<file path="src/sv/art_pkg.sv">
// Package for the access rights table: sizes, mode, status, config and rights codes,
// and the command and status structs between controller and datapath. No dependencies.
package art_pkg;

  localparam int unsigned ENTRIES_DEF      = 64;
  localparam int unsigned MAX_SUBJECTS_DEF = 16;
  localparam int unsigned MAX_OBJECTS_DEF  = 16;

  localparam int unsigned CFG_W = 5;
  localparam int unsigned LIST_MAX = 16;

  // Command modes
  localparam logic [2:0] MODE_ADD  = 3'd0;
  localparam logic [2:0] MODE_REM  = 3'd1;
  localparam logic [2:0] MODE_NEW  = 3'd2;
  localparam logic [2:0] MODE_DEL  = 3'd3;
  localparam logic [2:0] MODE_OCC  = 3'd4;
  localparam logic [2:0] MODE_LIST = 3'd5;

  // Result status codes
  localparam logic [1:0] ST_DONE = 2'd0;
  localparam logic [1:0] ST_NEW  = 2'd1;
  localparam logic [1:0] ST_NONE = 2'd2;
  localparam logic [1:0] ST_FULL = 2'd3;

  // Config register indexes
  localparam logic CFG_INIT_SUBJ = 1'b0;
  localparam logic CFG_OBJ_CNT   = 1'b1;

  // Rights bits
  localparam logic [1:0] RIGHTS_RW = 2'b11;

  // Controller commands to the datapath
  typedef struct packed {
    logic start;    // latch item, clear scan state
    logic scan;     // process entry at read index
    logic append;   // write new entry at end
    logic finish;   // apply end-of-command updates
    logic emit;     // pop next listed subject
  } art_cmd_t;

  // Datapath status to the controller
  typedef struct packed {
    logic scan_done;  // read index reached count
    logic list_left;  // listed subjects remain to be sent
  } art_sts_t;

endpackage

</file>
<file path="src/sv/art_datapath.sv">
// Datapath of the access rights table: entry memory, counts, scan logic.
// Depends on art_pkg.
module art_datapath
  import art_pkg::*;
#(
  parameter int unsigned ENTRIES      = ENTRIES_DEF,
  parameter int unsigned MAX_SUBJECTS = MAX_SUBJECTS_DEF,
  parameter int unsigned MAX_OBJECTS  = MAX_OBJECTS_DEF
) (
  input  logic             clk_i,
  input  logic             rst_ni,
  input  logic             cfg_we_i,
  input  logic             cfg_idx_i,
  input  logic [CFG_W-1:0] cfg_data_i,
  input  logic [2:0]       mode_i,
  input  logic [3:0]       subject_index_i,
  input  logic [3:0]       object_index_i,
  input  logic [1:0]       rights_mask_i,
  input  art_cmd_t         cmd_i,
  output art_sts_t         sts_o,
  output logic [1:0]       status_o,
  output logic [4:0]       subject_out_o,
  output logic [4:0]       row_count_o,
  output logic [8:0]       cell_count_o,
  output logic [6:0]       filled_count_o,
  output logic             last_o
);

  localparam int unsigned AW = $clog2(ENTRIES);
  localparam int unsigned CW = $clog2(ENTRIES + 1);
  localparam int unsigned LW = $clog2(LIST_MAX + 1);

  typedef struct packed {
    logic [3:0] subj;
    logic [3:0] obj;
    logic [1:0] rights;
  } entry_t;

  entry_t mem [ENTRIES];
  entry_t rd_data_q;         // registered read, one entry ahead of the scan
  logic [AW-1:0] rd_addr;

  logic [CW-1:0] count_q;
  logic [CW-1:0] rd_q;     // read pointer
  logic [CW-1:0] wr_q;     // compaction write pointer
  logic [MAX_SUBJECTS-1:0] del_q;
  logic [4:0] added_q;
  logic [CFG_W-1:0] init_subj_q, obj_cnt_q;

  logic [2:0] mode_q;
  logic [3:0] subj_q, obj_q;
  logic [1:0] mask_q;
  logic       found_q;
  logic [4:0] rows_q;
  logic [1:0] status_q;
  logic [4:0] subj_out_q;

  logic [3:0] list_q [LIST_MAX];
  logic [LW-1:0] list_n_q, list_i_q;

  // Saturated subject total
  logic [5:0] tot_raw;
  logic [4:0] total;
  assign tot_raw = {1'b0, init_subj_q} + {1'b0, added_q};
  assign total = (tot_raw > 6'(MAX_SUBJECTS)) ? 5'(MAX_SUBJECTS) : tot_raw[4:0];

  entry_t e;
  logic   e_sub_hit, e_hit, e_keep;
  logic [1:0] e_new_rights;
  logic   in_list;
  assign e = rd_data_q;
  assign e_sub_hit = (e.subj == subj_q);
  assign e_hit = e_sub_hit && (e.obj == obj_q);

  // Entry 0 is fetched on start, then the next entry on every scan step
  assign rd_addr = cmd_i.start ? '0 : AW'(rd_q + CW'(1));

  // New rights and keep decision for the entry under scan
  always_comb begin
    e_new_rights = e.rights;
    e_keep = 1'b1;
    unique case (mode_q)
      MODE_ADD: if (e_hit && !found_q) e_new_rights = e.rights | mask_q;
      MODE_REM: if (e_hit && !found_q) begin
        e_new_rights = e.rights & ~mask_q & RIGHTS_RW;
        e_keep = (e_new_rights != 2'b00);
      end
      MODE_DEL: e_keep = !e_sub_hit;
      default: ;
    endcase
  end

  always_comb begin
    in_list = 1'b0;
    for (int j = 0; j < LIST_MAX; j++)
      if (LW'(j) < list_n_q && list_q[j] == e.subj) in_list = 1'b1;
  end

  // Entry memory: compaction rewrite during scan, append on add.
  // Writes land at or below the scan position, reads run one ahead.
  always_ff @(posedge clk_i) begin
    if (cmd_i.scan && e_keep)
      mem[wr_q[AW-1:0]] <= '{subj: e.subj, obj: e.obj, rights: e_new_rights};
    else if (cmd_i.append)
      mem[count_q[AW-1:0]] <= '{subj: subj_q, obj: obj_q, rights: mask_q};
    rd_data_q <= mem[rd_addr];
  end

  logic sub_ok;
  assign sub_ok = ({1'b0, subj_q} < total) &&
                  !((32'(subj_q) < MAX_SUBJECTS) && del_q[subj_q]);

  logic [8:0] cells;
  logic [CFG_W-1:0] objs;
  always_comb begin
    objs = (obj_cnt_q > CFG_W'(MAX_OBJECTS)) ? CFG_W'(MAX_OBJECTS) : obj_cnt_q;
    cells = 9'(rows_q * objs);
  end

  // Status and subject count decided at the end of a command
  logic [1:0] fin_status;
  logic [4:0] fin_subj_out;
  always_comb begin
    fin_status = ST_NONE;
    fin_subj_out = '0;
    unique case (mode_q)
      MODE_ADD:
        if (found_q) fin_status = ST_DONE;
        else if (sub_ok) begin
          if (mask_q == 2'b00) fin_status = ST_DONE;
          else if (count_q >= CW'(ENTRIES)) fin_status = ST_FULL;
          else fin_status = ST_NEW;
        end
      MODE_REM: if (found_q) fin_status = ST_DONE;
      MODE_NEW:
        if (32'(total) >= MAX_SUBJECTS) begin
          fin_status = ST_FULL; fin_subj_out = total;
        end else begin
          fin_status = ST_DONE;
          fin_subj_out = (tot_raw + 6'd1 > 6'(MAX_SUBJECTS)) ?
                         5'(MAX_SUBJECTS) : 5'(tot_raw + 6'd1);
        end
      MODE_DEL: if (found_q) fin_status = ST_DONE;
      MODE_OCC: fin_status = ST_DONE;
      default: ;
    endcase
  end

  always_ff @(posedge clk_i or negedge rst_ni) begin
    if (!rst_ni) begin
      count_q <= '0; rd_q <= '0; wr_q <= '0; del_q <= '0; added_q <= '0;
      init_subj_q <= 5'd2; obj_cnt_q <= 5'd2;
      found_q <= 1'b0; rows_q <= '0; list_n_q <= '0; list_i_q <= '0;
      mode_q <= '0; status_q <= ST_DONE; subj_out_q <= '0;
      subj_q <= '0; obj_q <= '0; mask_q <= '0;
      list_q <= '{default: '0};
    end else begin
      if (cfg_we_i) begin
        if (cfg_idx_i == CFG_INIT_SUBJ) init_subj_q <= cfg_data_i;
        else obj_cnt_q <= cfg_data_i;
      end
      if (cmd_i.start) begin
        mode_q <= mode_i; subj_q <= subject_index_i;
        obj_q <= object_index_i; mask_q <= rights_mask_i;
        rd_q <= '0; wr_q <= '0; found_q <= 1'b0; rows_q <= '0;
        list_n_q <= '0; list_i_q <= '0;
      end
      if (cmd_i.scan) begin
        rd_q <= rd_q + CW'(1);
        if (e_keep) wr_q <= wr_q + CW'(1);
        if ((mode_q == MODE_DEL) ? e_sub_hit : e_hit) found_q <= 1'b1;
        if (5'(e.subj) + 5'd1 > rows_q) rows_q <= 5'(e.subj) + 5'd1;
        if (mode_q == MODE_LIST && e.obj == obj_q && !in_list &&
            list_n_q < LW'(LIST_MAX)) begin
          list_q[list_n_q[LW-2:0]] <= e.subj;
          list_n_q <= list_n_q + LW'(1);
        end
      end
      if (cmd_i.append) count_q <= count_q + CW'(1);
      if (cmd_i.finish) begin
        status_q <= fin_status;
        subj_out_q <= fin_subj_out;
        if ((mode_q == MODE_REM || mode_q == MODE_DEL) && found_q) count_q <= wr_q;
        if (mode_q == MODE_NEW && fin_status == ST_DONE) added_q <= added_q + 5'd1;
        if (mode_q == MODE_DEL && found_q && 32'(subj_q) < MAX_SUBJECTS)
          del_q[subj_q] <= 1'b1;
      end
      if (cmd_i.emit) list_i_q <= list_i_q + LW'(1);
    end
  end

  // Result fields
  logic is_list, is_occ;
  assign is_list = (mode_q == MODE_LIST) && (list_n_q != '0);
  assign is_occ  = (mode_q == MODE_OCC);
  assign status_o = is_list ? ST_DONE : status_q;
  assign subject_out_o = is_list ? 5'(list_q[list_i_q[LW-2:0]]) : subj_out_q;
  assign row_count_o = is_occ ? rows_q : '0;
  assign cell_count_o = is_occ ? cells : '0;
  assign filled_count_o = is_occ ? 7'(count_q) : '0;
  assign last_o = !is_list || (list_i_q + LW'(1) == list_n_q);

  assign sts_o.scan_done = (rd_q == count_q);
  assign sts_o.list_left = is_list && (list_i_q + LW'(1) != list_n_q);

endmodule

</file>
<file path="src/sv/art_ctrl.sv">
// Controller of the access rights table: sequences scan, append and
// result transfers. Depends on art_pkg.
module art_ctrl
  import art_pkg::*;
(
  input  logic       clk_i,
  input  logic       rst_ni,
  input  logic       in_valid_i,
  output logic       in_ready_o,
  input  logic [2:0] mode_i,
  input  logic [1:0] status_i,
  output logic       out_valid_o,
  input  logic       out_ready_i,
  input  art_sts_t   sts_i,
  output art_cmd_t   cmd_o
);

  localparam logic [2:0] S_IDLE = 3'd0;
  localparam logic [2:0] S_SCAN = 3'd1;
  localparam logic [2:0] S_FIN  = 3'd2;
  localparam logic [2:0] S_APP  = 3'd3;
  localparam logic [2:0] S_OUT  = 3'd4;

  logic [2:0] state_q, state_d;
  logic [2:0] mode_q;

  always_comb begin
    state_d = state_q;
    cmd_o = '0;
    in_ready_o = (state_q == S_IDLE);
    out_valid_o = (state_q == S_OUT);
    unique case (state_q)
      S_IDLE: if (in_valid_i) begin
        cmd_o.start = 1'b1; state_d = S_SCAN;
      end
      S_SCAN:
        if (sts_i.scan_done) state_d = S_FIN;
        else cmd_o.scan = 1'b1;
      S_FIN: begin
        cmd_o.finish = 1'b1;
        state_d = (mode_q == MODE_ADD) ? S_APP : S_OUT;
      end
      S_APP: begin
        if (status_i == ST_NEW) cmd_o.append = 1'b1;
        state_d = S_OUT;
      end
      S_OUT: if (out_ready_i) begin
        if (sts_i.list_left) cmd_o.emit = 1'b1;
        else state_d = S_IDLE;
      end
      default: state_d = S_IDLE;
    endcase
  end

  always_ff @(posedge clk_i or negedge rst_ni) begin
    if (!rst_ni) begin
      state_q <= S_IDLE; mode_q <= MODE_ADD;
    end else begin
      state_q <= state_d;
      if (cmd_o.start) mode_q <= mode_i;
    end
  end

endmodule

</file>
<file path="src/sv/access_rights_table_unit.sv">
// Top level of the access rights table: controller plus datapath.
// Depends on art_pkg, art_ctrl, art_datapath.
//
// One command is handled at a time. Each command scans the stored entries
// once, one entry per cycle, compacting in place. After a command is
// taken, the controller steps through the scan, a finish state, an append
// state for an add only, and the result state; a list command sends one
// result per distinct subject, and the unit goes back to idle after the
// last result. The entry memory has one registered read port that fetches
// one entry ahead of the scan and one write port for compaction and append.
// No clearing pass is needed after reset.
module access_rights_table_unit
  import art_pkg::*;
#(
  parameter int unsigned ENTRIES      = ENTRIES_DEF,
  parameter int unsigned MAX_SUBJECTS = MAX_SUBJECTS_DEF,
  parameter int unsigned MAX_OBJECTS  = MAX_OBJECTS_DEF
) (
  input  logic             clk_i,
  input  logic             rst_ni,
  input  logic             cfg_we_i,
  input  logic             cfg_idx_i,
  input  logic [CFG_W-1:0] cfg_data_i,
  input  logic             s_axis_tvalid,
  output logic             s_axis_tready,
  input  logic [15:0]      s_axis_tdata,  // mode, subject_index, object_index, rights_mask
  output logic             m_axis_tvalid,
  input  logic             m_axis_tready,
  output logic [31:0]      m_axis_tdata,  // status, subject_out, row_count, cell_count,
                                          // filled_count
  output logic             m_axis_tlast
);

  art_cmd_t cmd;
  art_sts_t sts;
  logic [1:0] status;
  logic [4:0] subj_out, rows;
  logic [8:0] cells;
  logic [6:0] filled;

  art_ctrl u_ctrl (
    .clk_i, .rst_ni,
    .in_valid_i(s_axis_tvalid), .in_ready_o(s_axis_tready),
    .mode_i(s_axis_tdata[2:0]), .status_i(status),
    .out_valid_o(m_axis_tvalid), .out_ready_i(m_axis_tready),
    .sts_i(sts), .cmd_o(cmd)
  );

  art_datapath #(
    .ENTRIES(ENTRIES), .MAX_SUBJECTS(MAX_SUBJECTS), .MAX_OBJECTS(MAX_OBJECTS)
  ) u_dp (
    .clk_i, .rst_ni, .cfg_we_i, .cfg_idx_i, .cfg_data_i,
    .mode_i(s_axis_tdata[2:0]), .subject_index_i(s_axis_tdata[6:3]),
    .object_index_i(s_axis_tdata[10:7]), .rights_mask_i(s_axis_tdata[12:11]),
    .cmd_i(cmd), .sts_o(sts),
    .status_o(status), .subject_out_o(subj_out), .row_count_o(rows),
    .cell_count_o(cells), .filled_count_o(filled), .last_o(m_axis_tlast)
  );

  assign m_axis_tdata = {4'b0, filled, cells, rows, subj_out, status};

endmodule

</file>
<file path="config.mk">
export PLATFORM = sky130hd
export DESIGN_NAME = access_rights_table_unit
export DESIGN_NICKNAME = d
export VERILOG_FILES = /design/src/sv/art_pkg.sv /design/src/sv/art_datapath.sv /design/src/sv/art_ctrl.sv /design/src/sv/access_rights_table_unit.sv
export SDC_FILE = /design/constraint.sdc
export NUM_CORES = 1
export LEC_CHECK = 0
export BUFFER_PORTS_ARGS = -buffer_cell sky130_fd_sc_hd__buf_2
export CAP_MARGIN = 5
export CORE_AREA = 4 4 352 267
export CTS_CLUSTER_SIZE = 25
export DETAILED_ROUTE_END_ITERATION = 10
export DIE_AREA = 0 0 356 271
export PLACE_DENSITY = 0.56
export RECOVER_POWER = 25
export SLEW_MARGIN = 20
export SYNTH_ARGS = -nofsm -noshare
export SYNTH_HDL_FRONTEND = slang
export SYNTH_SLANG_ARGS = --single-unit
</file>
<file path="constraint.sdc">
create_clock -name clk_i -period 7 [get_ports clk_i]
set_input_delay 1.4 -clock clk_i [delete_from_list [all_inputs] [get_ports clk_i]]
set_output_delay 1.4 -clock clk_i [all_outputs]
set_load 0.03 [all_outputs]
</file>
# [Yosys cells after proc, flatten, opt, wreduce, memory -nomap -nowiden]
# Memory sizes are Yosys's and may differ from the RTL's. A register that Yosys moved wholly into a read port is not among the register bits.
# Index checks and enable logic that the tools add are counted.
[totals] ramBits=640 n_memories=1 out_inout_bits=35 regBits=155
[op_classes] n_lt_le_gt_ge=29 n_eq_ne=35 n_reduce_logical=53 add_sub_neg=9 bitwise_logic=7 muxes=93 multipliers=1
[memory_table] name="u_dp.mem" words=64 word_bits=10 rd=1 rd_ports_with_merged_regs=1 write_ports=1 line_no="art_datapath.sv:39" source="entry_t mem [ENTRIES];"
[ops] op="$mux 5" count=15
[ops] op="$eq 4x4->1" count=18
[ops] op="$bwmux 64" count=1
[ops] op="$mux 7" count=9
[ops] op="$lt 4x5->1 const A" count=8
[ops] op="$mux 1" count=39
[ops] op="$logic_and 1x1->1" count=30
[ops] op="$add 7x1->7 const B" count=3
[ops] op="$lt 3x5->1 const A" count=4
[ops] op="$mux 2" count=9
[ops] op="$bmux 4 s4" count=1
[ops] op="$demux 4 s4" count=1
[ops] op="$or 16x16->16" count=1
[ops] op="$add 5x1->5 const B" count=3
[ops] op="$ge 5x5->1 const B" count=3
[ops] op="$mux 3" count=5
[ops] op="$pmux 3 s5" count=1
[ops] op="$eq 3x2->1 const B" count=4
[ops] op="$gt 6x5->1 const B" count=2
[ops] op="$mux 4" count=3
[ops] op="$mux 6" count=2
[ops] op="$lt 1x5->1 const A" count=2
[ops] op="$lt 2x5->1 const A" count=2
[ops] op="$mux 10" count=1
[ops] op="41 further kinds" count=60

# [Longest topological paths before layout]
[depth] word_depth=23 mapped_depth=16 ltp_nobuf=15

# [Cells and area by module]
# From an unflattened synthesis, not the netlist that was laid out.
[unflattened] hier_cells=2444 area_unflattened_um2=35889.4
[modules_own_cells] module="art_datapath" n_inst=1 seq_area_each_um2=23224.8 area_per_inst_um2=35487.8 cells_each=2405
[modules_own_cells] module="art_ctrl" n_inst=1 seq_area_each_um2=150.1 area_per_inst_um2=367.9 cells_each=34
[modules_own_cells] module="access_rights_table_unit" n_inst=1 seq_area_each_um2=0.0 area_per_inst_um2=33.8 cells_each=5

# [Least setup slack after synthesis]
# Ideal clock, no wire load.
[synth_path] kind="flip-flop to output port" start="register u_dp.obj_cnt_q[4]" end="output m_axis_tdata[20]" t_required_ps=5600 path_slack_ps=1723 arrival_ps=3877 stages_incl_launch_ff=16 cell_sequence="dfrtp_1 clkbuf_1 nor2b_1 nand2_1 fa_1 fa_1 fa_1 inv_1 ha_1 nor2b_1 o21ai_0 nand2b_1 a21o_1 a21oi_1 xnor2_1 nor2_1"
[synth_via] elab_chain_cells=4
[synth_rtl] item="from (decl)" line_no="art_datapath.sv:48" source="logic [CFG_W-1:0] init_subj_q, obj_cnt_q;"
[synth_rtl] item="from (signal assigned)" line_no="art_datapath.sv:160" source="else obj_cnt_q <= cfg_data_i;"
[synth_rtl] item="$gt 5x5->1" line_no="art_datapath.sv:116" source="objs = (obj_cnt_q > CFG_W'(MAX_OBJECTS)) ? CFG_W'(MAX_OBJECTS) : obj_cnt_q;"
[synth_rtl] item="$mux 5 *" line_no="art_datapath.sv:116"
[synth_rtl] item="$mul 5x5->9 *" line_no="art_datapath.sv:117" source="cells = 9'(rows_q * objs);"
[synth_rtl] item="$mux 9 *" line_no="art_datapath.sv:199" source="assign cell_count_o = is_occ ? cells : '0;"
[synth_rtl] item="to (decl)" line_no="access_rights_table_unit.sv:29" source="output logic [31:0] m_axis_tdata,"
# Every way passes the cells marked *; elsewhere a longest branch is shown, timed or not.

# [Worst setup path in the final report]
[layout_path] start="register u_dp.list_n_q[0]" end="memory u_dp.mem[54][0] (netlist name), data pin"
[layout_via] elab_chain_cells=11
[layout_rtl] item="from (decl)" line_no="art_datapath.sv:59" source="logic [LW-1:0] list_n_q, list_i_q;"
[layout_rtl] item="from (signal assigned)" line_no="art_datapath.sv:176" source="list_n_q <= list_n_q + LW'(1);"
[layout_rtl] item="$reduce_bool 5->1" line_no="art_datapath.sv:194" source="assign is_list = (mode_q == MODE_LIST) && (list_n_q != '0);"
[layout_rtl] item="$logic_and 1x1->1" line_no="art_datapath.sv:194"
[layout_rtl] item="$mux 2" line_no="art_datapath.sv:196" source="assign status_o = is_list ? ST_DONE : status_q;"
[layout_rtl] item="$eq 2x1->1" line_no="art_ctrl.sv:44" source="if (status_i == ST_NEW) cmd_o.append = 1'b1;"
[layout_rtl] item="$mux 1" line_no="art_ctrl.sv:44"
[layout_rtl] item="$mux 1" line_no="art_ctrl.sv:32" source="unique case (state_q)"
[layout_rtl] item="$mux 1" line_no="art_datapath.sv:104" source="else if (cmd_i.append)"
[layout_rtl] item="$mux 1" line_no="art_datapath.sv:102" source="if (cmd_i.scan && e_keep)"
[layout_rtl] item="$mux 1 (not written as such)" line_no="art_datapath.sv:105" source="mem[count_q[AW-1:0]] <= '{subj: subj_q, obj: obj_q, rights: mask_q};"
[layout_rtl] item="$reduce_or 10->1 (no line)"
[layout_rtl] item="$mux 10 (no line)"
[layout_rtl] item="to (decl)" line_no="art_datapath.sv:39"
# Every way passes these cells.

==> metrics.txt <==
# TYPE chip_impl_metric gauge
chip_impl_metric{name="ff2ff_path_depth",unit=""} 8
chip_impl_metric{name="routed_via_density",unit=""} 5.63
chip_impl_metric{name="drt-initial-drc-count",unit=""} 2307
chip_impl_metric{name="placed_area",unit="mm^2"} 0.0375
chip_impl_metric{name="gpl.final_weighted_congestion",unit=""} 0.852
chip_impl_metric{name="synth_cells",unit=""} 2605
chip_impl_info{name="critical_path_class",value="flop to flop"} 1
chip_impl_metric{name="cp.buffers_inverters",unit=""} 3
chip_impl_metric{name="synth.yosys.warnings",unit=""} 0
chip_impl_metric{name="dieHeight",unit="um"} 271
chip_impl_metric{name="finalWirelength",unit="mm"} 92.2
chip_impl_metric{name="maximum_number_of_pins_on_one_net_before_global_route_repair",unit=""} 121
chip_impl_info{name="crit_start",value="u_dp.list_n_q[0]$_DFF_PN0_"} 1
chip_impl_info{name="critPathCapture",value="u_dp.mem[54][0]$_DFFE_PP_"} 1
chip_impl_metric{name="final_antenna_net_count",unit=""} 0
chip_impl_metric{name="drv_slew",unit=""} 225
chip_impl_info{name="clock_tree.root_cell",value="clkbuf_16"} 1
chip_impl_metric{name="setup_viol_count_final",unit=""} 0
chip_impl_metric{name="initial_antenna_violation_count",unit=""} 5
chip_impl_metric{name="timing.critical_path.depth",unit=""} 8
chip_impl_metric{name="stdcell_area",unit="mm^2"} 0.0397
chip_impl_metric{name="layout-area-overhead-vs-synth",unit="%"} 10.7
chip_impl_metric{name="tritoncts.num_buffers",unit=""} 81
chip_impl_metric{name="die_area",unit="mm^2"} 0.0965
chip_impl_info{name="cp-start-kind",value="flop"} 1
chip_impl_metric{name="avgSynthCellArea",unit="um^2"} 13.8
chip_impl_metric{name="grt_first_pass_wirelength",unit="mm"} 139
chip_impl_info{name="crit_path_top_delay_cell",value="clkbuf_1"} 1
chip_impl_metric{name="io_pins",unit=""} 62
chip_impl_info{name="clock_tree_from_tritoncts",value="done"} 1
chip_impl_metric{name="max-slew-margin-rel",unit=""} -1.20
chip_impl_metric{name="leakage",unit="nW"} 14.0
chip_impl_info{name="timing.hold.worst.start",value="u_dp.del_q[2]$_DFFE_PN0P_"} 1
chip_impl_metric{name="detailed_place_hpwl",unit="mm"} 58.7
chip_impl_metric{name="worst-path-max-fanout",unit=""} 64
chip_impl_metric{name="global_route.overflow_total",unit=""} 0
chip_impl_metric{name="std_cell_rows",unit=""} 96
chip_impl_metric{name="finalClockSkew",unit="ns"} 0.0256
chip_impl_metric{name="design.core.area",unit="mm^2"} 0.0908
chip_impl_metric{name="cts_num_sinks",unit=""} 805
chip_impl_metric{name="timing_worst_slew_pin_value",unit="ns"} 3.31
chip_impl_info{name="critPathTopFamily",value="buffers and inverters"} 1
chip_impl_metric{name="reg2reg_setup_slack",unit="ns"} 0.75
chip_impl_info{name="critical_path.reg2reg.startpoint",value="u_dp.list_n_q[0]$_DFF_PN0_"} 1
chip_impl_metric{name="drt_first_pass_iters",unit=""} 6
chip_impl_metric{name="ctsHtreeMaxLevel",unit=""} 3
chip_impl_metric{name="drive_gt1_frac",unit=""} 0.147
chip_impl_metric{name="min_period",unit="ns"} 6.25
chip_impl_info{name="critical_path.most_common_cell",value="clkbuf_1"} 1
chip_impl_metric{name="ys_seq_area_frac",unit=""} 0.649
chip_impl_metric{name="post_cts_buffers",unit=""} 0
chip_impl_metric{name="wl_per_cell",unit="um"} 23.6
chip_impl_metric{name="clock_insertion_delay_worst_skew",unit="ns"} 0.64
chip_impl_metric{name="async_flop_share",unit=""} 0.193
chip_impl_metric{name="global_route.usage.total",unit=""} 0.189
chip_impl_metric{name="yosys.cell_types.count",unit=""} 74
chip_impl_metric{name="die_x",unit="um"} 356
chip_impl_metric{name="place.port_buffers",unit=""} 54
chip_impl_metric{name="number_of_diodes_added_for_antenna_fixing",unit=""} 0
chip_impl_info{name="synth_flop_cell",value="edfxtp_1"} 1
chip_impl_metric{name="cap_violations",unit=""} 4
chip_impl_metric{name="peakVddDrop",unit="mV"} 0.351
chip_impl_metric{name="finalWorstSetupSlack",unit="ns"} 0.750
chip_impl_info{name="rsz0062_at_grt",value="no"} 1
chip_impl_metric{name="count_of_flip_flops_with_a_built_in_enable_after_synthesis",unit=""} 640
chip_impl_metric{name="hold_ws",unit="ns"} 0.473
chip_impl_metric{name="cts.path.max_buffers",unit=""} 3
chip_impl_info{name="worst_setup_path_end_kind",value="flop"} 1
chip_impl_metric{name="worst_slack_at_placement",unit="ns"} 1.61
chip_impl_info{name="holdCritPathClass",value="flop to flop"} 1
chip_impl_metric{name="critPathRequiredTime",unit="ns"} 6.97
chip_impl_metric{name="setup-tns-final",unit="ns"} 0
chip_impl_metric{name="cts-resized-gates",unit=""} 0
chip_impl_metric{name="clock_transition_time_at_the_flip_flop_clock_pins_of_the_worst_setup_and_hold_paths",unit="ns"} 0.06
chip_impl_metric{name="ys_ff_latch",unit=""} 805
chip_impl_metric{name="power.density_cell_area",unit="mW/mm^2"} 383
chip_impl_metric{name="clock.fmax",unit="GHz"} 0.160
chip_impl_info{name="outcome",value="finished with violations"} 1
chip_impl_metric{name="via_count_of_the_first_global_routing_pass",unit=""} 21500
chip_impl_metric{name="routed-via-count",unit=""} 22000
chip_impl_metric{name="layout.nets",unit=""} 2699
chip_impl_info{name="regToRegEndpoint",value="u_dp.mem[54][0]$_DFFE_PP_"} 1
chip_impl_metric{name="drcViolationCount",unit=""} 0
chip_impl_metric{name="max_stage_delay",unit="ns"} 2.22
chip_impl_metric{name="fin_crit_sh",unit=""} 0.893
chip_impl_info{name="crit_path_cell_chain",value="inv_1 -> ha_1 -> nor4b_1 -> o211ai_1 -> clkbuf_1 -> a21oi_1 -> a21oi_4 -> clkbuf_1"} 1
chip_impl_info{name="failed_checks",value="capacitance limit, slew limit"} 1
chip_impl_metric{name="floorplan.initialDensity",unit=""} 0.396
chip_impl_metric{name="cts.hold.buffers_added",unit=""} 0
chip_impl_metric{name="final_hold_viol_count",unit=""} 0
chip_impl_metric{name="totalPowerFinal",unit="mW"} 15.2
chip_impl_metric{name="cp.arrival",unit="ns"} 6.22
chip_impl_metric{name="syn_area",unit="mm^2"} 0.0359
## worst min path at each step
stage / to / cells past startpoint
after floorplan: u_dp.del_q[2]$_DFFE_PN0P_ / 2
after global placement: u_dp.del_q[1]$_DFFE_PN0P_ / 2
after detailed placement: u_dp.del_q[8]$_DFFE_PN0P_ / 1
after CTS: u_dp.del_q[8]$_DFFE_PN0P_ / 1
after global routing: u_dp.del_q[6]$_DFFE_PN0P_ / 1
final: u_dp.del_q[2]$_DFFE_PN0P_ / 2
## Yosys cell counts (all sizes together), types with 3 or more instances
library cell | n | area share
o21ai | 90 | 0.013
a21o | 8 | 0.0017
inv | 39 | 0.0041
nor2b | 73 | 0.013
ha | 43 | 0.015
o31ai | 31 | 0.0065
mux4 | 64 | 0.040
o2111ai | 13 | 0.0032
and3 | 7 | 0.0012
o22ai | 21 | 0.0037
nor2 | 117 | 0.012
o211ai | 8 | 0.0017
edfxtp | 640 | 0.54
nand4 | 27 | 0.0089
or2 | 6 | 0.0010
buf | 74 | 0.011
xnor2 | 49 | 0.012
dfrtp | 153 | 0.11
nand3 | 35 | 0.0049
a21oi | 164 | 0.023
mux2i | 71 | 0.020
a31oi | 4 | 0.00070
nor3 | 13 | 0.0020
o21a | 3 | 0.00063
a211oi | 122 | 0.025
clkbuf | 96 | 0.010
nor4 | 14 | 0.0030
fa | 9 | 0.0050
a31o | 6 | 0.0015
a22o | 31 | 0.0076
nor3b | 5 | 0.0012
or3 | 16 | 0.0028
and2 | 24 | 0.0042
nor4b | 3 | 0.0011
nand3b | 6 | 0.0013
xor2 | 64 | 0.016
nand2 | 308 | 0.032
and4 | 4 | 0.00098
nand2b | 15 | 0.0026
dfxtp | 10 | 0.0056
mux2 | 85 | 0.031
o21bai | 10 | 0.0021
## worst min-delay path: stages (launching register included)
cell     delay, ns
dfrtp_1       0.34
inv_1         0.04
o31ai_1       0.05
## metal layers
layer,wire length [um],GRT usage,vias to the layer above,part of all wire
met5,13,0,-,0.00014
met4,1350,0.0380,2,0.015
met3,6660,0.0356,107,0.072
met2,40200,0.277,720,0.44
met1,44000,0.293,11400,0.48
li1,-,-,9806,-
## flip-flops by register name, indices dropped and copies added (netlist names), 7 cells and up
signal	count
u_dp.e	10
u_dp.mem	640
u_dp.count_q	7
u_dp.wr_q	7
u_dp.rd_q	7
u_dp.list_q	64
u_dp.del_q	16
## cells by family (layout without fill, tap and decap cells)
family | after synthesis | in the layout | synth area share
compound gates | 524 | 524 | 0.0932
xor+xnor | 113 | 113 | 0.0276
fa+ha+maj | 52 | 52 | 0.0200
buf+inv | 209 | 286 | 0.0254
flops | 805 | 805 | 0.649
mux | 220 | 220 | 0.0907
other cells | 1 | 4 | 0.000104
simple gates | 681 | 681 | 0.0943
## per-stage QoR
| stage | std cells | utilization |
|---|---|---|
| 2_1_floorplan | 2608 | - |
| 3_3_place_gp | 3762 | 0.413 |
| 3_5_place_dp | 3762 | 0.413 |
| 4_1_cts | 3910 | 0.440 |
| 5_1_grt | 3910 | 0.438 |
| 6_report | 3910 | 0.438 |
## report_power, final
group          leakage, nW  total (mW)  internal (mW)  switching (mW)
combinational         4.75        4.71           1.38            3.33
clock                 1.25        4.16           2.36            1.81
sequential            7.98        6.33           6.03           0.301
## layout by cell type, fill, tap and decap left out, types with 26 or more instances in the layout
cell type / synthesis / layout
inv_1: 38 / 38
nand2_1: 308 / 301
mux2_2: 45 / 45
a211oi_1: 122 / 121
mux2i_1: 71 / 71
nand3_1: 35 / 35
nor2b_1: 73 / 73
clkbuf_16: 0 / 82
nor2_1: 115 / 89
xor2_1: 64 / 64
ha_1: 43 / 43
mux2_1: 0 / 29
buf_4: 11 / 34
xnor2_1: 49 / 49
edfxtp_1: 640 / 640
a22o_1: 31 / 31
dfrtp_1: 153 / 153
clkbuf_1: 95 / 29
nand4_1: 17 / 26
a21oi_1: 164 / 162
mux4_2: 64 / 64
o31ai_1: 31 / 31
buf_2: 43 / 50
o21ai_0: 88 / 87
## area by class of cell
cell class	count	area, um^2
Clock buffer	105	2190
Clock inverter	43	325
Fill cell	8221	51100
Inverter	39	146
Multi-Input combinational cell	1594	11600
Sequential cell	805	23300
Tap cell	1225	1530
Timing Repair Buffer	99	618
Note: power is estimated with default switching activity, not from simulation.
